$ cat src/assert_macros.svh
// assertion helper macros for the conveyor motor controller
// no dependencies; included by files that carry concurrent checks
`ifndef ASSERT_MACROS_SVH
`define ASSERT_MACROS_SVH

// plain property check, disabled while reset is asserted
`define ASSERT_RST(lbl, clk, rstn, prop, msg) \
  lbl: assert property (@(posedge clk) disable iff (!(rstn)) (prop)) else $error(msg);

// implication check, disabled while reset is asserted
`define ASSERT_IMPLIES(lbl, clk, rstn, ante, cons, msg) \
  lbl: assert property (@(posedge clk) disable iff (!(rstn)) (ante) |-> (cons)) \
    else $error(msg);

`endif

$ cat src/jcmc_pkg.sv
// shared types, constants and tables of the conveyor motor controller
// no dependencies; used by every module of the block
package jcmc_pkg;

  localparam int SAMPLE_MAX = 1023;
  localparam int PWM_MAX    = 255;
  localparam int SAMPLE_W   = 10;
  localparam int SPEED_W    = 8;
  localparam int MAG_W      = 7;
  localparam int DZ_W       = 7;
  localparam int DUTY_W     = 8;
  localparam int PCT_MAX    = 100;
  localparam int SCALE_NUM  = 200;
  localparam logic [DZ_W-1:0] DZ_RESET = DZ_W'(10);

  // sample scaling: q = floor(x*200/SAMPLE_MAX) as one multiply by a rounded-up reciprocal
  localparam longint PROD_MAX  = longint'(2**SAMPLE_W - 1) * SCALE_NUM;
  localparam int     PROD_W    = $clog2(PROD_MAX + 1);
  localparam int     DIV_SHIFT = PROD_W + $clog2(SAMPLE_MAX);
  localparam longint RECIP     = ((longint'(1) << DIV_SHIFT) + SAMPLE_MAX - 1) / SAMPLE_MAX;
  localparam longint SCALE_K   = RECIP * SCALE_NUM;
  localparam int     SCALE_K_W = $clog2(SCALE_K + 1);
  localparam int     QUO_MAX   = int'(PROD_MAX / SAMPLE_MAX);
  localparam int     QUO_W     = $clog2(QUO_MAX + 1);
  localparam int     VAL_W     = ((QUO_W > SPEED_W) ? QUO_W : SPEED_W) + 1;

  localparam int PWM_W = $clog2(PWM_MAX + 1);

  typedef logic signed [SPEED_W-1:0] speed_t;
  typedef logic [MAG_W-1:0]          mag_t;
  typedef logic [PWM_W-1:0]          duty_t;
  typedef duty_t                     duty_lut_t [0:2**MAG_W-1];

  localparam speed_t SPEED_HI = SPEED_W'(PCT_MAX);
  localparam speed_t SPEED_LO = -SPEED_HI;

  typedef enum logic [1:0] {
    MODE_INACTIVE = 2'd0,
    MODE_ARMED    = 2'd1,
    MODE_MANUAL   = 2'd2,
    MODE_CONSTANT = 2'd3
  } mode_e;

  typedef enum logic [1:0] {
    SYM_DASH  = 2'd0,
    SYM_EXCL  = 2'd1,
    SYM_UP    = 2'd2,
    SYM_DOWN  = 2'd3
  } symbol_e;

  typedef enum logic {
    CMD_TICK = 1'b0,
    CMD_SET  = 1'b1
  } cmd_e;

  typedef struct packed {
    cmd_e                cmd;
    logic [SAMPLE_W-1:0] sample;
    logic                click;
    logic                long_press;
    speed_t              set_speed;
  } item_t;

  typedef struct packed {
    speed_t  drive;
    symbol_e symbol;
    mode_e   mode;
    speed_t  speed_reading;
  } ctrl_res_t;

  // duty per percent magnitude, |v|*PWM_MAX/100 truncated
  function automatic duty_lut_t build_duty_lut();
    duty_lut_t t;
    for (int i = 0; i < 2**MAG_W; i++) begin
      t[i] = PWM_W'((i * PWM_MAX) / PCT_MAX);
    end
    return t;
  endfunction

  localparam duty_lut_t DUTY_LUT = build_duty_lut();

endpackage

$ cat src/jcmc_scale.sv
// joystick sample to signed percent speed and its magnitude
// depends on jcmc_pkg
module jcmc_scale (
  input  logic [jcmc_pkg::SAMPLE_W-1:0] sample_i,
  output jcmc_pkg::speed_t              speed_o,
  output jcmc_pkg::mag_t                mag_o
);

  logic [jcmc_pkg::SAMPLE_W+jcmc_pkg::SCALE_K_W-1:0] prod;
  logic [jcmc_pkg::QUO_W-1:0]                         quo;
  logic signed [jcmc_pkg::VAL_W-1:0]                  val;
  jcmc_pkg::speed_t                                   spd;

  assign prod = (jcmc_pkg::SAMPLE_W + jcmc_pkg::SCALE_K_W)'(sample_i)
              * (jcmc_pkg::SAMPLE_W + jcmc_pkg::SCALE_K_W)'(jcmc_pkg::SCALE_K);
  assign quo  = jcmc_pkg::QUO_W'(prod >> jcmc_pkg::DIV_SHIFT);

  always_comb begin
    val = $signed({1'b0, (jcmc_pkg::VAL_W-1)'(quo)})
        - jcmc_pkg::VAL_W'(jcmc_pkg::PCT_MAX);
    // saturate only above; the low end never goes past -100
    if (val > jcmc_pkg::VAL_W'(jcmc_pkg::PCT_MAX)) begin
      spd = jcmc_pkg::SPEED_HI;
    end else begin
      spd = jcmc_pkg::SPEED_W'(val);
    end
  end

  assign speed_o = spd;
  assign mag_o   = spd[jcmc_pkg::SPEED_W-1] ? jcmc_pkg::MAG_W'(-spd)
                                             : jcmc_pkg::MAG_W'(spd);

endmodule

$ cat src/jcmc_duty.sv
// signed percent drive value to the two pwm leg duties
// depends on jcmc_pkg (duty table)
module jcmc_duty (
  input  jcmc_pkg::speed_t          drive_i,
  output logic [jcmc_pkg::DUTY_W-1:0] fwd_o,
  output logic [jcmc_pkg::DUTY_W-1:0] rev_o
);

  jcmc_pkg::mag_t  mag;
  jcmc_pkg::duty_t duty;

  assign mag  = drive_i[jcmc_pkg::SPEED_W-1] ? jcmc_pkg::MAG_W'(-drive_i)
                                              : jcmc_pkg::MAG_W'(drive_i);
  assign duty = jcmc_pkg::DUTY_LUT[mag];

  always_comb begin
    fwd_o = '0;
    rev_o = '0;
    if (drive_i < 0) begin
      rev_o = jcmc_pkg::DUTY_W'(duty);
    end else if (drive_i != 0) begin
      fwd_o = jcmc_pkg::DUTY_W'(duty);
    end
  end

endmodule

$ cat src/jcmc_ctrl.sv
// mode state machine, latched button events, held and recorded speeds
// depends on jcmc_pkg
module jcmc_ctrl (
  input  logic                         clk_i,
  input  logic                         rst_ni,
  input  logic                         step_i,
  input  jcmc_pkg::item_t              item_i,
  input  jcmc_pkg::speed_t             stick_i,
  input  jcmc_pkg::mag_t               stick_mag_i,
  input  logic [jcmc_pkg::DZ_W-1:0]    dead_zone_i,
  output jcmc_pkg::ctrl_res_t          res_o
);

  jcmc_pkg::mode_e   mode_q, mode_d;
  jcmc_pkg::symbol_e sym_q, sym_d;
  jcmc_pkg::speed_t  held_q, held_d;
  jcmc_pkg::speed_t  rec_q, rec_d;
  logic              pclick_q, pclick_d;
  logic              plong_q, plong_d;
  jcmc_pkg::speed_t  drive;
  jcmc_pkg::speed_t  set_sat;
  logic              pc, pl;
  logic              off_center;

  always_ff @(posedge clk_i or negedge rst_ni) begin
    if (!rst_ni) begin
      mode_q   <= jcmc_pkg::MODE_INACTIVE;
      sym_q    <= jcmc_pkg::SYM_DASH;
      held_q   <= '0;
      rec_q    <= '0;
      pclick_q <= 1'b0;
      plong_q  <= 1'b0;
    end else if (step_i) begin
      mode_q   <= mode_d;
      sym_q    <= sym_d;
      held_q   <= held_d;
      rec_q    <= rec_d;
      pclick_q <= pclick_d;
      plong_q  <= plong_d;
    end
  end

  always_comb begin
    if (item_i.set_speed > jcmc_pkg::SPEED_HI) begin
      set_sat = jcmc_pkg::SPEED_HI;
    end else if (item_i.set_speed < jcmc_pkg::SPEED_LO) begin
      set_sat = jcmc_pkg::SPEED_LO;
    end else begin
      set_sat = item_i.set_speed;
    end
  end

  assign pc         = pclick_q | item_i.click;
  assign pl         = plong_q | item_i.long_press;
  assign off_center = stick_mag_i > dead_zone_i;

  always_comb begin
    mode_d   = mode_q;
    sym_d    = sym_q;
    held_d   = held_q;
    rec_d    = rec_q;
    pclick_d = pclick_q;
    plong_d  = plong_q;
    drive    = '0;
    if (item_i.cmd == jcmc_pkg::CMD_SET) begin
      // events are not latched on a set command
      held_d = set_sat;
      rec_d  = set_sat;
      mode_d = jcmc_pkg::MODE_CONSTANT;
      drive  = set_sat;
    end else begin
      pclick_d = pc;
      plong_d  = pl;
      unique case (mode_q)
        jcmc_pkg::MODE_INACTIVE: begin
          sym_d = jcmc_pkg::SYM_DASH;
          if (pl) begin
            mode_d  = jcmc_pkg::MODE_ARMED;
            plong_d = 1'b0;
          end
        end
        jcmc_pkg::MODE_ARMED: begin
          sym_d    = jcmc_pkg::SYM_EXCL;
          rec_d    = stick_i;
          pclick_d = 1'b0;
          if (pl) begin
            mode_d  = jcmc_pkg::MODE_INACTIVE;
            plong_d = 1'b0;
          end else if (off_center) begin
            mode_d = jcmc_pkg::MODE_MANUAL;
          end
        end
        jcmc_pkg::MODE_MANUAL: begin
          if (!off_center) begin
            // centered: stop, back to armed, symbol and events kept
            mode_d = jcmc_pkg::MODE_ARMED;
          end else begin
            drive = stick_i;
            sym_d = (stick_i < 0) ? jcmc_pkg::SYM_DOWN : jcmc_pkg::SYM_UP;
            if (pl) begin
              mode_d  = jcmc_pkg::MODE_INACTIVE;
              plong_d = 1'b0;
            end else if (pc) begin
              mode_d   = jcmc_pkg::MODE_CONSTANT;
              held_d   = stick_i;
              pclick_d = 1'b0;
            end
          end
        end
        jcmc_pkg::MODE_CONSTANT: begin
          rec_d = held_q;
          drive = held_q;
          if (held_q < 0) begin
            sym_d = jcmc_pkg::SYM_DOWN;
          end else if (held_q != 0) begin
            sym_d = jcmc_pkg::SYM_UP;
          end else begin
            sym_d = jcmc_pkg::SYM_EXCL;
          end
          if (pl) begin
            mode_d  = jcmc_pkg::MODE_INACTIVE;
            plong_d = 1'b0;
          end else if (pc) begin
            mode_d   = jcmc_pkg::MODE_MANUAL;
            pclick_d = 1'b0;
          end
        end
        default: begin
          mode_d = jcmc_pkg::MODE_INACTIVE;
        end
      endcase
    end
  end

  assign res_o.drive         = drive;
  assign res_o.symbol        = sym_d;
  assign res_o.mode          = mode_d;
  assign res_o.speed_reading = rec_d;

endmodule

$ cat src/joystick_conveyor_motor_controller.sv
// top level of the joystick conveyor motor controller
// depends on jcmc_pkg, jcmc_scale, jcmc_ctrl, jcmc_duty and assert_macros.svh
//
//   channel  handshake                 payload
//   -------  ------------------------  ----------------------------------------------
//   input    in_valid_i / in_ready_o   cmd, joystick_sample, click/long_press events,
//                                      set_speed
//   result   out_valid_o / out_ready_i pwm_forward, pwm_reverse, symbol, mode,
//                                      speed_reading
//   config   cfg_we_i                  cfg_wdata_i (dead zone, no wait, no read-back)
//
// an item is held in the input register, then one pass of scaling,
// mode logic and duty lookup loads the result register
// one item per cycle sustained while out_ready_i stays high; the scaling multiply by the reciprocal sets the path
// the input register keeps taking transfers while a result waits, until both are full
// reset clears the mode state, latched events, speeds and sets the dead zone to 10
`include "assert_macros.svh"

module joystick_conveyor_motor_controller (
  input  logic                            clk_i,
  input  logic                            rst_ni,
  input  logic                            in_valid_i,
  output logic                            in_ready_o,
  input  logic                            cmd_i,
  input  logic [jcmc_pkg::SAMPLE_W-1:0]   joystick_sample_i,
  input  logic                            click_event_i,
  input  logic                            long_press_event_i,
  input  logic signed [jcmc_pkg::SPEED_W-1:0] set_speed_i,
  output logic                            out_valid_o,
  input  logic                            out_ready_i,
  output logic [jcmc_pkg::DUTY_W-1:0]     pwm_forward_o,
  output logic [jcmc_pkg::DUTY_W-1:0]     pwm_reverse_o,
  output logic [1:0]                      symbol_o,
  output logic [1:0]                      mode_o,
  output logic signed [jcmc_pkg::SPEED_W-1:0] speed_reading_o,
  input  logic                            cfg_we_i,
  input  logic [jcmc_pkg::DZ_W-1:0]       cfg_wdata_i
);

  // dead zone register
  logic [jcmc_pkg::DZ_W-1:0] dz_q;

  // input stage
  logic             in_vld_q;
  jcmc_pkg::item_t  item_q;

  // result stage
  logic                        out_vld_q, out_vld_d;
  logic [jcmc_pkg::DUTY_W-1:0] fwd_q, rev_q;
  jcmc_pkg::symbol_e           sym_q;
  jcmc_pkg::mode_e             mode_q;
  jcmc_pkg::speed_t            rec_q;

  logic                        fire;
  jcmc_pkg::speed_t            stick;
  jcmc_pkg::mag_t              stick_mag;
  jcmc_pkg::ctrl_res_t         res;
  logic [jcmc_pkg::DUTY_W-1:0] fwd, rev;

  // the pass runs when the input stage holds an item and the result slot frees up
  assign fire       = in_vld_q && (!out_vld_q || out_ready_i);
  assign in_ready_o = !in_vld_q || fire;

  always_ff @(posedge clk_i or negedge rst_ni) begin
    if (!rst_ni) begin
      dz_q <= jcmc_pkg::DZ_RESET;
    end else if (cfg_we_i) begin
      dz_q <= cfg_wdata_i;
    end
  end

  always_ff @(posedge clk_i or negedge rst_ni) begin
    if (!rst_ni) begin
      in_vld_q <= 1'b0;
    end else if (in_ready_o) begin
      in_vld_q <= in_valid_i;
    end
  end

  // payload needs no reset
  always_ff @(posedge clk_i) begin
    if (in_valid_i && in_ready_o) begin
      item_q.cmd        <= jcmc_pkg::cmd_e'(cmd_i);
      item_q.sample     <= joystick_sample_i;
      item_q.click      <= click_event_i;
      item_q.long_press <= long_press_event_i;
      item_q.set_speed  <= set_speed_i;
    end
  end

  jcmc_scale u_scale (
    .sample_i (item_q.sample),
    .speed_o  (stick),
    .mag_o    (stick_mag)
  );

  jcmc_ctrl u_ctrl (
    .clk_i       (clk_i),
    .rst_ni      (rst_ni),
    .step_i      (fire),
    .item_i      (item_q),
    .stick_i     (stick),
    .stick_mag_i (stick_mag),
    .dead_zone_i (dz_q),
    .res_o       (res)
  );

  jcmc_duty u_duty (
    .drive_i (res.drive),
    .fwd_o   (fwd),
    .rev_o   (rev)
  );

  always_comb begin
    out_vld_d = out_vld_q;
    if (fire) begin
      out_vld_d = 1'b1;
    end else if (out_ready_i) begin
      out_vld_d = 1'b0;
    end
  end

  always_ff @(posedge clk_i or negedge rst_ni) begin
    if (!rst_ni) begin
      out_vld_q <= 1'b0;
    end else begin
      out_vld_q <= out_vld_d;
    end
  end

  always_ff @(posedge clk_i) begin
    if (fire) begin
      fwd_q  <= fwd;
      rev_q  <= rev;
      sym_q  <= res.symbol;
      mode_q <= res.mode;
      rec_q  <= res.speed_reading;
    end
  end

  assign out_valid_o     = out_vld_q;
  assign pwm_forward_o   = fwd_q;
  assign pwm_reverse_o   = rev_q;
  assign symbol_o        = sym_q;
  assign mode_o          = mode_q;
  assign speed_reading_o = rec_q;

  // only one motor leg is ever driven
  `ASSERT_IMPLIES(a_one_leg, clk_i, rst_ni, out_valid_o,
                  (pwm_forward_o == '0) || (pwm_reverse_o == '0), "both pwm legs driven")

  // armed means the motor stands still
  `ASSERT_IMPLIES(a_armed_stopped, clk_i, rst_ni,
                  out_valid_o && (mode_o == jcmc_pkg::MODE_ARMED),
                  (pwm_forward_o == '0) && (pwm_reverse_o == '0), "motor driven while armed")

  // a held item moves into an empty result slot in the next cycle
  `ASSERT_RST(a_advance, clk_i, rst_ni, (in_vld_q && !out_vld_q) |=> out_vld_q,
              "input stage did not advance into free result slot")

endmodule
$ cat config.mk
export PLATFORM = sky130hd
export DESIGN_NAME = joystick_conveyor_motor_controller
export DESIGN_NICKNAME = d
export VERILOG_FILES = /design/src/jcmc_pkg.sv /design/src/jcmc_scale.sv /design/src/jcmc_duty.sv /design/src/jcmc_ctrl.sv /design/src/joystick_conveyor_motor_controller.sv
export VERILOG_INCLUDE_DIRS = /design/src /design/src/src
export SDC_FILE = /design/constraint.sdc
export NUM_CORES = 1
export LEC_CHECK = 0
export BUFFER_PORTS_ARGS = -buffer_cell sky130_fd_sc_hd__buf_4
export CORE_MARGIN = 5
export CORE_UTILIZATION = 55
export DETAILED_ROUTE_END_ITERATION = 8
export GPL_TIMING_DRIVEN = 0
export PLACE_DENSITY = 0.85
export SLEW_MARGIN = 20
export SYNTH_ARGS = -nofsm -noshare
export SYNTH_HDL_FRONTEND = slang
export SYNTH_SLANG_ARGS = --single-unit
$ cat constraint.sdc
create_clock -name clk_i -period 13.4 [get_ports clk_i]
set_input_delay 2.68 -clock clk_i [delete_from_list [all_inputs] [get_ports clk_i]]
set_output_delay 2.68 -clock clk_i [all_outputs]
set_load 0.02 [all_outputs]
# [Word-level counts from Yosys, hierarchy flattened]
# Memories as Yosys holds them, arrays and structs flattened.
# Index checks and enable logic that the tools add are counted.
[word_totals] out_inout_bits=30 mem_bits_ro=1024 wordCells=98 n_memories=1 register_bits=80
[mem_list] memory="(no name shown)" depth=128 word_bits=8 rd=1 rd_ports_with_merged_regs=0 wr=0 line_no="jcmc_duty.sv:14" text="assign duty = jcmc_pkg::DUTY_LUT[mag];"
[classes] muxes=40 reduce_logical=17 n_mul=1 n_eq_ne=4 magnitude_cmp=8 n_bitwise=5 add_sub_neg=3
[ops] operator="2-to-1 mux 8 bit" n=13
[ops] operator="nonzero test 32 bit" n=2
[ops] operator="multiplier 10 x 23 -> 33 bit (second input constant)" n=1
[ops] operator="case mux 8 bit (2 select lines)" n=2
[ops] operator="2-to-1 mux 2 bit" n=13
[ops] operator="< comparator 8 x 1 -> 1 bit (second input constant)" n=3
[ops] operator="case mux 2 bit (4 select lines)" n=2
[ops] operator="2-to-1 mux 7 bit" n=2
[ops] operator="negation 7 bit" n=2
[ops] operator="greater-than comparator 9 x 8 -> 1 bit (second input constant)" n=1
[ops] operator="subtractor 8 x 7 -> 9 bit (second input constant)" n=1
[ops] operator="greater-or-equal comparator 8 bit (second input constant)" n=1
[ops] operator="greater-than comparator 8 bit (second input constant)" n=1
[ops] operator="< comparator 8 bit (second input constant)" n=1
[ops] operator="NOT 7 -> 8 bit" n=1
[ops] operator="nonzero test 2 bit" n=4
[ops] operator="greater-than comparator 7 bit" n=1
[ops] operator="2-to-1 mux 1 bit" n=6
[ops] operator="AND reduction 5 bit" n=1
[ops] operator="== test 2 bit (second input constant)" n=2
[ops] operator="case mux 1 bit (3 select lines)" n=1
[ops] operator="OR reduction 3 bit" n=1
[ops] operator="== test 2 x 1 -> 1 bit (second input constant)" n=1
[ops] operator="logical AND 1 bit" n=2
[ops] operator="other kinds (9)" n=13

# [Depth between registers and ports, before layout]
# Gate-level depths: netlist of the first run.
[logic_depth] depth_word=16 depth_mapped=50

# [By module]
# Synthesis of the first run repeated with hierarchy kept, for this count alone.
[unflattened] hier_cells=984 hier_area_um2=8913.5
[by_module_without_submodules] module="jcmc_scale" cells_each=342 area_per_inst_um2=2922.8 n_inst=1
[by_module_without_submodules] module="jcmc_duty" cells_each=359 area_per_inst_um2=2262.2 n_inst=1
[by_module_without_submodules] module="jcmc_ctrl" cells_each=211 area_per_inst_um2=1874.3 n_inst=1
[by_module_without_submodules] module="joystick_conveyor_motor_controller" cells_each=72 area_per_inst_um2=1854.3 n_inst=1

# [Worst setup path after synthesis of the first run]
# OpenSTA, ideal clock, no wires.
[synth_timing] path_kind="register to register" from="reg item_q[14] (netlist name)" to="reg rev_q, in the netlist pwm_reverse_o[4] (data pin)" path_slack_ns=3.437 path_stages_with_launch=46 period_less_slack_ns=9.963 t_required_ns=13.133 arrival_time_ns=9.697 path_buffers=3 cell_sequence="edfxtp_1 ha_1 ha_1 ha_1 fa_1 inv_1 fa_1 inv_1 ha_1 nor3_1 a211oi_2 a211oi_2 o211ai_4 xor2_1 inv_1 ha_1 clkbuf_1 a32oi_1 (+10 left out) o21a_1 o21a_1 or2_2 buf_1 nand2_1 o311a_1 ha_1 nand3_1 nor2_1 o221ai_1 o31ai_1 a41oi_1 xor2_1 clkbuf_1 o21ai_0 o32ai_1 o221a_2 nor2_1"
[synth_between] elab_chain_len=16 word_cells_on_any_way=17 cone_classes="add/sub (3); mul (1); order compare (3); mux (8); bitwise (1); memory (1)"
[synth_rtl] element="start: declaration" line_no="joystick_conveyor_motor_controller.sv:45" text="jcmc_pkg::item_t item_q;"
[synth_rtl] element="multiplier 10 x 23 -> 33 bit *" line_no="jcmc_scale.sv:15" text="* (jcmc_pkg::SAMPLE_W + jcmc_pkg::SCALE_K_W)'(jcmc_pkg::SCALE_K);"
[synth_rtl] element="subtractor 8 x 7 -> 9 bit *" line_no="jcmc_scale.sv:20" text="- jcmc_pkg::VAL_W'(jcmc_pkg::PCT_MAX);"
[synth_rtl] element="greater-than comparator 9 x 8 -> 1 bit" line_no="jcmc_scale.sv:22" text="if (val > jcmc_pkg::VAL_W'(jcmc_pkg::PCT_MAX)) begin"
[synth_rtl] element="2-to-1 mux 8 bit *" line_no="jcmc_scale.sv:22"
[synth_rtl] element="negation 7 bit" line_no="jcmc_scale.sv:30" text="assign mag_o = spd[jcmc_pkg::SPEED_W-1] ? jcmc_pkg::MAG_W'(-spd)"
[synth_rtl] element="2-to-1 mux 7 bit" line_no="jcmc_scale.sv:30"
[synth_rtl] element="greater-than comparator 7 bit" line_no="jcmc_ctrl.sv:55" text="assign off_center = stick_mag_i > dead_zone_i;"
[synth_rtl] element="2-to-1 mux 8 bit *" line_no="jcmc_ctrl.sv:94" text="if (!off_center) begin"
[synth_rtl] element="case mux 8 bit (2 select lines) *" line_no="jcmc_ctrl.sv:74" text="unique case (mode_q)"
[synth_rtl] element="2-to-1 mux 8 bit *" line_no="jcmc_ctrl.sv:65" text="if (item_i.cmd == jcmc_pkg::CMD_SET) begin"
[synth_rtl] element="negation 7 bit" line_no="jcmc_duty.sv:12" text="assign mag = drive_i[jcmc_pkg::SPEED_W-1] ? jcmc_pkg::MAG_W'(-drive_i)"
[synth_rtl] element="2-to-1 mux 7 bit" line_no="jcmc_duty.sv:12"
[synth_rtl] element="NOT 7 -> 8 bit (not written as such)" line_no="jcmc_duty.sv:14"
[synth_rtl] element="memory read (128 x 8 bit)"
[synth_rtl] element="2-to-1 mux 8 bit (not written as such) (2 in a row)" line_no="jcmc_duty.sv:14"
[synth_rtl] element="end signal: assignment" line_no="joystick_conveyor_motor_controller.sv:134" text="rev_q <= rev;"
[synth_rtl] element="end: declaration" line_no="joystick_conveyor_motor_controller.sv:49" text="logic [jcmc_pkg::DUTY_W-1:0] fwd_q, rev_q;"
# Mark *: on every way between the ends. The rest lies on a longest branch, timed or not. The select of a mux whose other input is x is not followed.
# A chain may end at the register's enable or synchronous reset.

# [Final worst setup path of the first run]
[layout_timing] from="reg item_q[14] (netlist name)" to="reg rev_q, in the netlist pwm_reverse_o[0] (data pin)"
# Same word-level chain as after synthesis.

==> results of run 1 <==
## state kept, by name, summed over array words and instances, names as in the netlist
name / flops
u_ctrl.sym_q: 2
item_q: 21
u_ctrl.mode_q: 2
mode_o: 2
dz_q: 7
in_vld_q: 1
pwm_reverse_o: 8
u_ctrl.plong_q: 1
out_valid_o: 1
u_ctrl.held_q: 8
speed_reading_o: 8
u_ctrl.rec_q: 8
symbol_o: 2
pwm_forward_o: 8
u_ctrl.pclick_q: 1
## final cells by class
| cell class | instances | area [µm²] | share of cell area |
|---|---|---|---|
| Buffer | 41 | 178 | 0.0189 |
| Timing Repair Buffer | 63 | 485 | 0.0517 |
| Inverter | 84 | 315 | 0.0336 |
| Sequential cell | 80 | 2250 | 0.240 |
| Multi-Input combinational cell | 766 | 5640 | 0.600 |
| Clock buffer | 9 | 225 | 0.0240 |
| Tap cell | 188 | 235 | 0.0251 |
| Clock inverter | 7 | 61.3 | 0.00653 |
## cells in the final DEF (no fill, tap or decap), drive strengths merged, types with 8 or more instances in the layout
cell type / count
nand2b: 10
o21ai: 83
a211oi: 20
nor2: 83
nand2: 111
edfxtp: 49
ha: 104
and2: 9
o21a: 10
clkbuf: 30
dfrtp: 29
or2: 9
nand4: 8
mux2: 10
nand3: 22
a21o: 11
and3: 12
buf: 83
o211ai: 16
fa: 22
inv: 87
a21oi: 48
xnor2: 13
a31oi: 14
nor3: 21
## cells by family after synthesis
logic type,count (synthesis),synth area share
XOR/XNOR,21,0.0272
flip-flops,80,0.269
adder cells (fa/ha/maj),128,0.210
buffers and inverters,125,0.0587
multiplexers,15,0.0224
AO/OA/AOI/OAI,287,0.237
AND/OR/NAND/NOR,315,0.176
## worst paths after layout
kind / startpoint / endpoint / slack (ps) / cells after the start
setup / recovery: item_q[14]$_DFFE_PP_ / pwm_reverse_o[0]$_SDFFCE_PP0P_ / 1310 / 44
hold / removal: u_ctrl.rec_q[1]$_DFFE_PN0P_ / u_ctrl.rec_q[1]$_DFFE_PN0P_ / 470 / 2
setup reg to reg: item_q[14]$_DFFE_PP_ / pwm_reverse_o[0]$_SDFFCE_PP0P_ / 1310 / 44
hold reg to reg: u_ctrl.rec_q[1]$_DFFE_PN0P_ / u_ctrl.rec_q[1]$_DFFE_PN0P_ / 470 / 2
max in group asynchronous: rst_ni / dz_q[3]$_DFFE_PN1P_ / 10800 / 1
min in group asynchronous: rst_ni / u_ctrl.held_q[1]$_DFFE_PN0P_ / 2250 / 1
## metrics by stage
| step | std cells | hold slack [ps] | instance area, µm² |
|---|---|---|---|
| floorplan | 971 | 440 | 8380 |
| global placement | 1221 | 454 | 9080 |
| detailed placement | 1222 | 461 | 9100 |
| CTS | 1238 | 476 | 9390 |
| global route | 1238 | 504 | 9390 |
| finish | 1238 | 474 | 9390 |
## layer usage
layer,vias up,wire length [µm],global-route usage
li1,3723,-,-
met1,3623,9360,0.323
met4,0,595,0.0949
met2,333,10900,0.432
met3,50,1620,0.0378
met5,-,0,0
## critical path: cells and delay by family (launching register included)
kind            cells  cell delay [ps]
flops               1              520
simple gates       12             2550
xor+xnor            3             1020
buf+inv             6             1200
fa+ha+maj           9             3220
compound gates     14             3310
==> results.sh, run 1 <==
export IMPL_post_synth_edffs=49
export IMPL_remaining_drc_errors=0
export IMPL_layout_core_utilization=0.622
export IMPL_detailed_place_hpwl_um=17700
export IMPL_ys_top_cells_by_count="sky130_fd_sc_hd__nand2_1 (110), sky130_fd_sc_hd__ha_1 (104), sky130_fd_sc_hd__nor2_1 (83)"
export IMPL_critPathMaxStageDelay_ps=630
export IMPL_post_route_cells_drive_above_1_share=0.137
export IMPL_path_clk_slew_ps=60
export IMPL_globalRoute_totalOverflow=0
export IMPL_fin_setup_tns_ps=0
export IMPL_clkLatencyLatePin_ps=360
export IMPL_unrepaired_setup_endpoints_after_global_routing="false"
export IMPL_rows=45
export IMPL_synthCells=971
export IMPL_synth_seq_cells=80
export IMPL_route_vias_total=7729
export IMPL_cts_root_buf="sky130_fd_sc_hd__clkbuf_16"
export IMPL_yosys_most_used_dff="sky130_fd_sc_hd__edfxtp_1"
export IMPL_critPathLaunchType="flip-flop"
export IMPL_critical_path_slowest_cell="sky130_fd_sc_hd__xor2_1"
export IMPL_gpl_final_weighted_congestion=1.02
export IMPL_design_portCount=63
export IMPL_die_y_um=133
export IMPL_relSlewSlack=0.368
export IMPL_drtIter0Drc=712
export IMPL_grt_first_pass_wirelength_um=37000
export IMPL_drt_vias_per_instance=6.24
export IMPL_synth_largest_area_cell="sky130_fd_sc_hd__edfxtp_1"
export IMPL_initial_utilization=0.555
export IMPL_die_w_um=133
export IMPL_floorplan_core_area_um2=15100
export IMPL_grt_pass1_vias=7693
export IMPL_drt_wirelength_per_cell_um=18.2
export IMPL_antenna_violating_nets_post_route=0
export IMPL_synth_most_common_cell="sky130_fd_sc_hd__nand2_1"
export IMPL_htree_levels=3
export IMPL_outcome="finished clean"
export IMPL_final_max_slew_viol_count=0
export IMPL_layout_worst_path_cycle_share=0.902
export IMPL_critical_path_peak_fanout=10
export IMPL_routed_wl_um=22500
export IMPL_seq_area_frac_synth=0.269
export IMPL_final_nets=1204
export IMPL_timing_final_setup_violations=0
export IMPL_largest_net_degree_at_the_start_of_global_routing=37
export IMPL_antenna_found_initial=0
export IMPL_timing_clock_skew_ps=10.8
export IMPL_cts_tree="done"
export IMPL_cts_buffer_depth=2
export IMPL_cts_repair_resized=0
export IMPL_worst_margin_pin_slew_ps=947
export IMPL_layout_area_overhead_vs_synth_pct=12.0
export IMPL_final_setup_worst_slack_ps=1310
export IMPL_antennaDiodeCount=0
export IMPL_cts_hold_fix_buffers=0
export IMPL_drt_pass1_iterations=5
export IMPL_timing_critical_path_mode_cell="sky130_fd_sc_hd__ha_1"
export IMPL_maxClockFrequency_ghz=0.0827
export IMPL_die_area_um2=17800
export IMPL_nFillCells=1273
export IMPL_timing_critical_path_to_type="flip-flop"
export IMPL_synth_area_leaders="sky130_fd_sc_hd__edfxtp_1 (18%), sky130_fd_sc_hd__ha_1 (16%), sky130_fd_sc_hd__dfrtp_1 (8.7%)"
export IMPL_layout_min_cycle_time_ps=12090
export IMPL_synth_area_um2=8380
export IMPL_synth_net_count=1130
export IMPL_hp_class="reg -> reg"
export IMPL_critical_setup_path_kind="reg -> reg"
export IMPL_yosys_area_top_type_share=0.176
export IMPL_globalRouteTotalUtil=0.252
export IMPL_report_final_hold_viol_count=0
export IMPL_data_required_time_of_the_critical_path_ps=13480
export IMPL_postSynth_asyncResetShare=0.388
export IMPL_cts_post_setup_buffers_inserted=0
export IMPL_portBuffers=62
export IMPL_synthesis_area_per_instance_um2=8.63
export IMPL_timing_max_cap_violations=0
export IMPL_dp_slack_ps=1510
export IMPL_cp_data_arrival_time_ps=12170
export IMPL_yosysUniqueCellTypes=94
export IMPL_cts_sink_count=80
export IMPL_numCtsBuffers=9
export IMPL_synthesis_yosys_warnings=0
Power of run 1 is left out: the tool's default activity adds up to more than one toggle a clock period on the data nets, which glitch-free logic cannot reach.
==> run 2: changes to the inputs <==
--- a/config.mk
+++ b/config.mk
@@ -7,11 +7,13 @@
 export NUM_CORES = 1
 export LEC_CHECK = 0
 export BUFFER_PORTS_ARGS = -buffer_cell sky130_fd_sc_hd__buf_4
+export CELL_PAD_IN_SITES_DETAIL_PLACEMENT = 1
+export CELL_PAD_IN_SITES_GLOBAL_PLACEMENT = 1
 export CORE_MARGIN = 5
-export CORE_UTILIZATION = 55
+export CORE_UTILIZATION = 35
 export DETAILED_ROUTE_END_ITERATION = 8
 export GPL_TIMING_DRIVEN = 0
-export PLACE_DENSITY = 0.85
+export PLACE_DENSITY = 0.74
 export SLEW_MARGIN = 20
 export SYNTH_ARGS = -nofsm -noshare
 export SYNTH_HDL_FRONTEND = slang
==> run 2 against run 1 <==
Compared with the run above: critical path depth did not move; worst hold slack better by 5.4 ps; sequential share of layout area is 0.56 points lower; maximum frequency is 3.0% lower; critical endpoint unchanged.
==> results.sh, run 2 (same netlist as run 1, synthesis figures left out) <==
export IMPL_relSlewSlack=0.345
export IMPL_cts_post_setup_buffers_inserted=0
export IMPL_global_route_usage_met3=0.0202
export IMPL_drtIter0Drc=407
export IMPL_cts_buffer_depth=2
export IMPL_final_setup_worst_slack_ps=941
export IMPL_die_w_um=165
export IMPL_ff2ff_setup_slack_ps=940
export IMPL_antennaDiodeCount=0
export IMPL_die_area_um2=27100
export IMPL_critPathLaunchType="flip-flop"
export IMPL_outcome="finished clean"
export IMPL_layout_cells_most_common_list="sky130_fd_sc_hd__nand2_1 (110), sky130_fd_sc_hd__ha_1 (104), sky130_fd_sc_hd__nor2_1 (83)"
export IMPL_critical_path_slowest_cell="sky130_fd_sc_hd__fa_1"
export IMPL_gpl_final_weighted_congestion=0.921
export IMPL_cts_sink_count=80
export IMPL_critical_path_peak_fanout=10
export IMPL_antenna_found_initial=0
export IMPL_final_instance_count_excl_fill=1369
export IMPL_timing_clock_skew_ps=6.75
export IMPL_layout_min_cycle_time_ps=12460
export IMPL_final_common_cell="sky130_fd_sc_hd__nand2_1"
export IMPL_cts_root_buf="sky130_fd_sc_hd__clkbuf_16"
export IMPL_htree_levels=3
export IMPL_floorplan_core_area_um2=23500
export IMPL_cp_data_arrival_time_ps=12540
export IMPL_numCtsBuffers=9
export IMPL_layout_worst_path_cycle_share=0.930
export IMPL_portBuffers=62
export IMPL_nFillCells=2866
export IMPL_die_y_um=165
export IMPL_drt_vias_per_instance=5.69
export IMPL_critical_setup_path_kind="reg -> reg"
export IMPL_route_vias_total=7787
export IMPL_layout_core_utilization=0.408
export IMPL_fin_setup_tns_ps=0
export IMPL_drt_wirelength_per_cell_um=18.9
export IMPL_timing_max_cap_violations=0
export IMPL_largest_net_degree_at_the_start_of_global_routing=32
export IMPL_maxClockFrequency_ghz=0.0803
export IMPL_gr_max_usage_layer="met2"
export IMPL_clkLatencyLatePin_ps=360
export IMPL_design_portCount=63
export IMPL_timing_critical_path_mode_cell="sky130_fd_sc_hd__ha_1"
export IMPL_drt_pass1_iterations=6
export IMPL_final_max_slew_viol_count=0
export IMPL_largest_register="item_q"
export IMPL_worst_margin_pin_slew_ps=982
export IMPL_dp_slack_ps=870
export IMPL_grt_first_pass_wirelength_um=43400
export IMPL_timing_critical_path_to_type="flip-flop"
export IMPL_globalRouteTotalUtil=0.199
export IMPL_post_route_cells_drive_above_1_share=0.138
export IMPL_largest_reg_flops=21
export IMPL_hp_class="reg -> reg"
export IMPL_unrepaired_setup_endpoints_after_global_routing="false"
export IMPL_grt_util_met2=0.343
export IMPL_antenna_violating_nets_post_route=0
export IMPL_timing_final_setup_violations=0
export IMPL_initial_utilization=0.356
export IMPL_data_required_time_of_the_critical_path_ps=13480
export IMPL_grt_use_met1=0.265
export IMPL_detailed_place_hpwl_um=20600
export IMPL_critPathMaxStageDelay_ps=670
export IMPL_final_nets=1204
export IMPL_cts_tree="done"
export IMPL_rows=56
export IMPL_cts_hold_fix_buffers=0
export IMPL_routed_wl_um=25900
export IMPL_grt_pass1_vias=8276
export IMPL_globalRoute_totalOverflow=0
export IMPL_path_clk_slew_ps=70
export IMPL_dp_cells=1353
export IMPL_cts_repair_resized=0
export IMPL_report_final_hold_viol_count=0
export IMPL_remaining_drc_errors=0
export IMPL_layout_area_overhead_vs_synth_pct=14.7
[run 2: final timing paths]
kind                                        startpoint                        endpoint  cells after the start
setup / recovery                  item_q[14]$_DFFE_PP_  pwm_reverse_o[0]$_SDFFCE_PP0P_                     44
max in group asynchronous                       rst_ni             dz_q[3]$_DFFE_PN1P_                      1
min in group asynchronous                       rst_ni     u_ctrl.rec_q[3]$_DFFE_PN0P_                      1
hold reg to reg            u_ctrl.sym_q[1]$_DFFE_PN0P_     u_ctrl.sym_q[1]$_DFFE_PN0P_                      2
hold / removal             u_ctrl.sym_q[1]$_DFFE_PN0P_     u_ctrl.sym_q[1]$_DFFE_PN0P_                      2
setup reg to reg                  item_q[14]$_DFFE_PP_  pwm_reverse_o[0]$_SDFFCE_PP0P_                     44
[run 2: through the flow]
stage / hold slack [ps] / area (µm²)
floorplan: 440 / 8380
global placement: 458 / 9240
detailed placement: 469 / 9270
CTS: 485 / 9600
global route: 516 / 9610
finish: 480 / 9610
[run 2: critical path, delay by kind of cell (launching register included)]
family | cells | cell delay, ps
xor+xnor | 3 | 800
fa+ha+maj | 9 | 3290
flops | 1 | 510
compound gates | 14 | 3520
simple gates | 12 | 2770
buf+inv | 6 | 1240
[run 2: final cells by class]
class                      count  area (µm²)  area share
multi-input combinational    766        5640       0.587
sequential                    80        2250       0.234
timing repair buffer          63         493      0.0513
tap                          319         399      0.0415
inverter                      84         315      0.0328
clock buffer                   9         225      0.0234
buffer                        41         178      0.0185
clock inverter                 7         106      0.0111
[run 2: metal layers]
layer / part of all wire / wire length [µm]
met5: 0 / 0
met4: 0.020 / 530
met3: 0.036 / 920
met2: 0.49 / 12700
met1: 0.45 / 11700
Power of run 2 is left out for the same reason.
